`src/arpsd_pkg.sv`:
```
// Package for the ARP binding spoof detector: sizes, status codes and beat types.
// Depends on nothing; every other file of the block imports it.
package arpsd_pkg;

  localparam int unsigned TABLE_DEPTH  = 64;
  localparam int unsigned REPORT_DEPTH = 16;

  localparam int unsigned TBL_AW = (TABLE_DEPTH > 1) ? $clog2(TABLE_DEPTH) : 1;
  localparam int unsigned RPT_AW = (REPORT_DEPTH > 1) ? $clog2(REPORT_DEPTH) : 1;
  localparam int unsigned TBL_CW = $clog2(TABLE_DEPTH + 1);
  localparam int unsigned RPT_CW = $clog2(REPORT_DEPTH + 1);
  localparam int unsigned SCAN_W = (TBL_CW > RPT_CW) ? TBL_CW : RPT_CW;

  localparam int unsigned MAC_W = 48;
  localparam int unsigned IP_W  = 32;
  localparam int unsigned OPC_W = 16;

  localparam logic [OPC_W-1:0] OP_REPLY = 16'd2;

  typedef enum logic [0:0] {
    FUNC_LEARN = 1'b0,
    FUNC_CHECK = 1'b1
  } func_e;

  typedef enum logic [3:0] {
    ST_NOT_REPLY  = 4'd0,
    ST_MISMATCH   = 4'd1,
    ST_LEARNED    = 4'd2,
    ST_UPDATED    = 4'd3,
    ST_FULL       = 4'd4,
    ST_CONSISTENT = 4'd5,
    ST_NEW_DEVICE = 4'd6,
    ST_ALERT      = 4'd7,
    ST_REPORTED   = 4'd8
  } status_e;

  typedef struct packed {
    logic              func;
    logic [OPC_W-1:0]  opcode;
    logic [MAC_W-1:0]  sender_mac;
    logic [IP_W-1:0]   sender_ip;
    logic [IP_W-1:0]   probed_ip;
  } arpsd_in_t;

  typedef struct packed {
    status_e           status;
    logic [MAC_W-1:0]  legit_mac;
    logic              legit_found;
    logic [TBL_CW-1:0] entry_count;
  } arpsd_out_t;

  typedef struct packed {
    logic              rd_en;
    logic [TBL_AW-1:0] rd_addr;
    logic              wr_en;
    logic              set_valid;
    logic [TBL_AW-1:0] wr_addr;
    logic [MAC_W-1:0]  wr_mac;
    logic [IP_W-1:0]   wr_ip;
  } bind_req_t;

  typedef struct packed {
    logic [MAC_W-1:0]  rd_mac;
    logic [IP_W-1:0]   rd_ip;
    logic              rd_valid;
    logic [TBL_CW-1:0] count;
  } bind_rsp_t;

  typedef struct packed {
    logic              rd_en;
    logic [RPT_AW-1:0] rd_addr;
    logic              append;
    logic [IP_W-1:0]   wr_ip;
  } rpt_req_t;

  typedef struct packed {
    logic [IP_W-1:0]   rd_ip;
    logic [RPT_CW-1:0] count;
  } rpt_rsp_t;

endpackage

```
`src/arpsd_rpt_set.sv`:
```
// Reported-address set: synchronous memory filled in order, with a count that stops when full.
// Depends on arpsd_pkg.
module arpsd_rpt_set import arpsd_pkg::*; (
  input  logic     clk_i,
  input  logic     rst_ni,
  input  rpt_req_t req_i,
  output rpt_rsp_t rsp_o
);

  logic [IP_W-1:0]   mem_q [REPORT_DEPTH];
  logic [IP_W-1:0]   rdata_q;
  logic [RPT_CW-1:0] count_q;
  logic              room;

  assign room = (count_q != RPT_CW'(REPORT_DEPTH));

  always_ff @(posedge clk_i) begin
    if (req_i.append && room) begin
      mem_q[count_q[RPT_AW-1:0]] <= req_i.wr_ip;
    end
    if (req_i.rd_en) begin
      rdata_q <= mem_q[req_i.rd_addr];
    end
  end

  always_ff @(posedge clk_i or negedge rst_ni) begin
    if (!rst_ni) begin
      count_q <= '0;
    end else if (req_i.append && room) begin
      count_q <= count_q + 1'b1;
    end
  end

  assign rsp_o.rd_ip = rdata_q;
  assign rsp_o.count = count_q;

endmodule

```
`config.mk`:
```
export PLATFORM = sky130hd
export DESIGN_NAME = arpsd_rpt_set
export DESIGN_NICKNAME = d
export VERILOG_FILES = /design/src/arpsd_pkg.sv /design/src/arpsd_rpt_set.sv
export SDC_FILE = /design/constraint.sdc
export NUM_CORES = 1
export LEC_CHECK = 0
export ABC_AREA = 1
export BUFFER_PORTS_ARGS = -buffer_cell sky130_fd_sc_hd__buf_2
export CORE_UTILIZATION = 50
export CTS_CLUSTER_SIZE = 14
export DETAILED_ROUTE_END_ITERATION = 7
export PLACE_DENSITY = 0.8
export RECOVER_POWER = 50
export SYNTH_ARGS = -nofsm -noshare
export SYNTH_HDL_FRONTEND = slang
export SYNTH_SLANG_ARGS = --single-unit
```
`constraint.sdc`:
```
create_clock -name clk_i -period 2.3 [get_ports clk_i]
set_clock_uncertainty 0.1 [all_clocks]
set_input_delay 0.23 -clock clk_i [delete_from_list [all_inputs] [get_ports clk_i]]
set_output_delay 0.23 -clock clk_i [all_outputs]
set_load 0.03 [all_outputs]
```
* Yosys cells after proc, flatten, opt, wreduce, memory -nomap -nowiden
Memory sizes are Yosys's and may differ from the RTL's. A register that Yosys moved wholly into a read port is not among the register bits.
Cells that the tools add are included.
** Cells by class
- $add $sub $neg :: 1
- Multiplexer cells :: 2
- Equality and inequality tests :: 1
- Reductions and logical operators :: 1
** Operators with widths (count)
- $add A5 B1 Y5 const B :: 1
- $ne A5 B5 Y1 const B :: 1
- $mux W1 :: 2
- $logic_and A1 B1 Y1 :: 1
** Word-level totals
- Register bits :: 5
- Memories :: 1
- Word-level logic and storage cells :: 7
- Bits in writable memories :: 512
- Output and inout port bits :: 37
- Bits of input ports :: 40
** Memories
- mem_q :: words 16, width 32, rd ports 1, clocked after memory_dff 1, write ports 1, line arpsd_rpt_set.sv:10 : logic [IP_W-1:0] mem_q [REPORT_DEPTH];

* Depth between registers and ports, before layout
- Depth after elaboration :: 4
- Depth in mapped cells :: 10
- Mapped depth without buffers :: 9

* Least setup slack after synthesis
OpenSTA, ideal clock, no wires.
- Path type :: register to register
- Start :: register count_q[0]
- End :: memory mem_q[13][0] (enable)
- Setup slack :: -223 ps
- Required time :: 1813 ps
- Stages on the path, launching flop included :: 10
- Library setup time :: 387 ps
- Arrival time :: 2036 ps
- Clock period less this slack :: 2523 ps
- Path buffers :: 0
- Cells stage by stage :: dfrtp_1 -> inv_1 -> ha_1 -> nand2_1 -> inv_1 -> nand2_1 -> nand2_2 -> nor2_1 -> nand2_1 -> inv_1
** On the way
- Longest elaborated chain between the ends :: 4
** RTL lines
- start, declared :: line arpsd_rpt_set.sv:12 : logic [RPT_CW-1:0] count_q;
- start signal, assigned :: line arpsd_rpt_set.sv:30 : count_q <= count_q + 1'b1;
- $ne A5 B5 Y1 :: line arpsd_rpt_set.sv:15 : assign room = (count_q != RPT_CW'(REPORT_DEPTH));
- $logic_and A1 B1 Y1 :: line arpsd_rpt_set.sv:18 : if (req_i.append && room) begin
- $mux W1 :: line arpsd_rpt_set.sv:18
- $mux W1 (not written as such) :: line arpsd_rpt_set.sv:19 : mem_q[count_q[RPT_AW-1:0]] <= req_i.wr_ip;
- end, declared :: line arpsd_rpt_set.sv:10
Parallel ways exist; a longest one is shown, timed or not.

* Worst setup path in the final report
- Start :: register count_q[0]
- End :: memory mem_q[10][28] (enable)
Same word-level chain as after synthesis.

==> run metrics <==
CP max stage delay 0.35 ns; die height 218.2 um; DRT iter0 DRCs 1,813; maximum vdd drop 714.3 uV; H-tree levels 2; final net count 2,319; Internal Power 17.59 mW; sequential power share 0.523; nature of the critical path startpoint register; Register-to-Register Path Depth 10; Hold Startpoint req_i[36]; Final Non-Filler Cells 2,913; critical path peak fanout 16; Max Slew Vio Count 0; Finish-stage setup viols 0; Vias 15.48k; largest net degree at the start of global routing 98; port buffer count 76; drt via density 5.313; cells after synthesis 2,165; vias in the first global route 15.52k; crit path cell chain inv_1 > ha_1 > nand2_1 > inv_1 > nand2_1 > nand2_2 > nor2_1 > nand2_1 > clkinvlp_4 > buf_12; Sw Share 0.2512; P_leak 11.16 nW; row cnt 78; DRC 0; mapped cell area 23,380 um2; Hold Vio Cnt, Final 0; placed cell count 2,781; Syn Area/Cell 10.80 um2; core footprint 45,770 um2; total track usage 0.2272; CTS tree yes; drt pass-1 iters 6; hold depth 3; Max-slew headroom 0.1421; Layout Area Growth over Synthesis 13.68%; FF-to-FF Start count_q[0]; die area 47,620 um2; HPWL Detailed 29,640 um; sink of the worst hold path rdata_q[31]; Power per Cell Area 884.1 nW/um2; Initial Util 0.5107; # diodes 0; CP endpoint kind register; min-delay worst type primary input to register; drt wl/cell 18.30 um; Die W 218.2 um; status complete, no violations; Synth Warn # 0; CTS resizes 0; Cell variety after synth 20; share of cells above drive strength 1 0.07696; I/O pin total 77; most frequent cells in the layout nand2_1, edfxtp_1, inv_1; Achievable Freq 464.7 MHz; post-synthesis register bit count 549; worst skew pair latency 0.60 ns; Max-Cap Viols 0; critical path's top delay family simple AND/OR/NAND/NOR gates; worst slew pin tran 1.287 ns; fin crit share 0.9357; most common cell after layout, fill and taps aside nand2_1; Psw 5.902 mW; CTS Sinks 549; gpl congestion 0.7797; Most common cell on crit path nand2_1; Detail Route Antenna Nets 0; RSZ-0062 raised after global routing true; Hold Slack 0.2323 ns; Worst Path Required 2.48 ns; Clock power frac 0.351; Worst path slowest cell dfrtp_1; total clock buffers created by CTS 54; WP data arrival 2.34 ns; Comb power frac 0.127; initial antenna violation count 0; crit path time final 2.152 ns; final WL 53,320 um; Clock Path Buffers 3; clk slew on worst S/H paths 0.06 ns; RR Endpoint mem_q[10][28]; Setup CP Type register to register; Root Driver clkbuf_16; flop2flop setup slack 0.15 ns; first-pass GRT wire length 83,380 um; WP buf/inv 4; grt ovf 0; post-synthesis sequential area ratio 0.7042; Post-Syn Nets 2,209
-- synth_stat cells --
cell type / count / area (um2)
nor2_1: 7 / 26.28
clkbuf_1: 11 / 41.29
nor2_2: 2 / 12.51
nand2_1: 692 / 2597
inv_4: 1 / 6.260
ha_1: 4 / 50.05
o21ai_0: 1 / 5.000
buf_4: 7 / 52.55
nand2_2: 1 / 6.260
buf_1: 10 / 37.54
edfxtp_1: 544 / 16340
nand3_1: 385 / 1927
buf_8: 1 / 15.01
buf_2: 49 / 245.2
xor2_1: 3 / 26.28
dfrtp_1: 5 / 125.1
buf_6: 27 / 304.0
inv_1: 413 / 1550
inv_2: 1 / 3.750
xnor2_1: 1 / 8.760
-- cell type report --
cell class / instances / area [um2]
clock buffer: 71 / 1436
clock inverter: 23 / 183.9
fill: 3501 / 19200
inverter: 415 / 1625
multi-input combinational: 1096 / 4659
sequential: 549 / 16460
tap: 600 / 750.7
timing repair buffer: 159 / 1456
-- power groups by stage --
stage / registers (mW) / clock network [mW] / logic, mW
2_1_floorplan: 12.6 / 0 / 1.53
3_3_place_gp: 12.4 / 0 / 2.79
3_5_place_dp: 12.5 / 0 / 2.90
4_1_cts: 12.3 / 8.33 / 2.98
5_1_grt: 12.4 / 8.68 / 3.24
6_report: 12.3 / 8.24 / 2.97
-- cells by family after synthesis --
group                    after synthesis  share of synthesized area
AND/OR/NAND/NOR                     1087                     0.1955
XOR/XNOR                               4                   0.001499
buffers and inverters                520                    0.09651
adder cells (fa/ha/maj)                4                   0.002141
flip-flops                           549                     0.7042
AO/OA/AOI/OAI                          1                  0.0002139
-- metal layers --
metal | GRT usage | vias to the layer above | part of all wire
met5 | 0 | - | 0
met4 | 0.09068 | 0 | 0.031
met3 | 0.03340 | 123 | 0.083
met2 | 0.3838 | 802 | 0.49
met1 | 0.2954 | 7343 | 0.39
li1 | - | 7209 | -
-- worst max-delay path by stage --
stage                     from       endpoint  depth (start not counted)
global placement    count_q[0]    mem_q[1][2]                         10
detailed placement  count_q[0]    mem_q[1][0]                         10
global route        count_q[0]   mem_q[1][30]                         10
CTS                 count_q[0]    mem_q[1][2]                         10
finish              count_q[0]  mem_q[10][28]                         10
floorplan           count_q[0]   mem_q[13][0]                          9
-- repair_timing --
action	in CTS	in global routing
buffers inserted	0	3
hold buffers	35	0
endpoints found under the hold margin	519	0
setup endpoints to repair	0	38
-- sequential cells by signal (all words and copies together), names as in the netlist --
signal and flops:
count_q 5, mem_q 512, rdata_q 32
-- worst reg2reg max path: stages, from the launching register on --
cell	delay, ns
dfrtp_1	0.35
inv_1	0.09
ha_1	0.22
nand2_1	0.06
inv_1	0.04
nand2_1	0.06
nand2_2	0.11
nor2_1	0.24
nand2_1	0.16
clkinvlp_4	0.22
buf_12	0.20
-- stage by stage --
stage                     utilization  setup TNS, ns  worst slack (ns)  instance area, um2  power, mW
final                          0.5806              0            0.1479               26570      23.49
after global routing           0.5806        -0.1130          -0.01466               26570      24.27
after CTS                      0.5813              0            0.1075               26610      23.58
after detailed placement       0.5382              0            0.1340               24640      15.37
after global placement         0.5382              0            0.1894               24640      15.22
after floorplan                     -              0           0.03414               23440      14.17
Note: power is estimated with default switching activity, not from simulation.
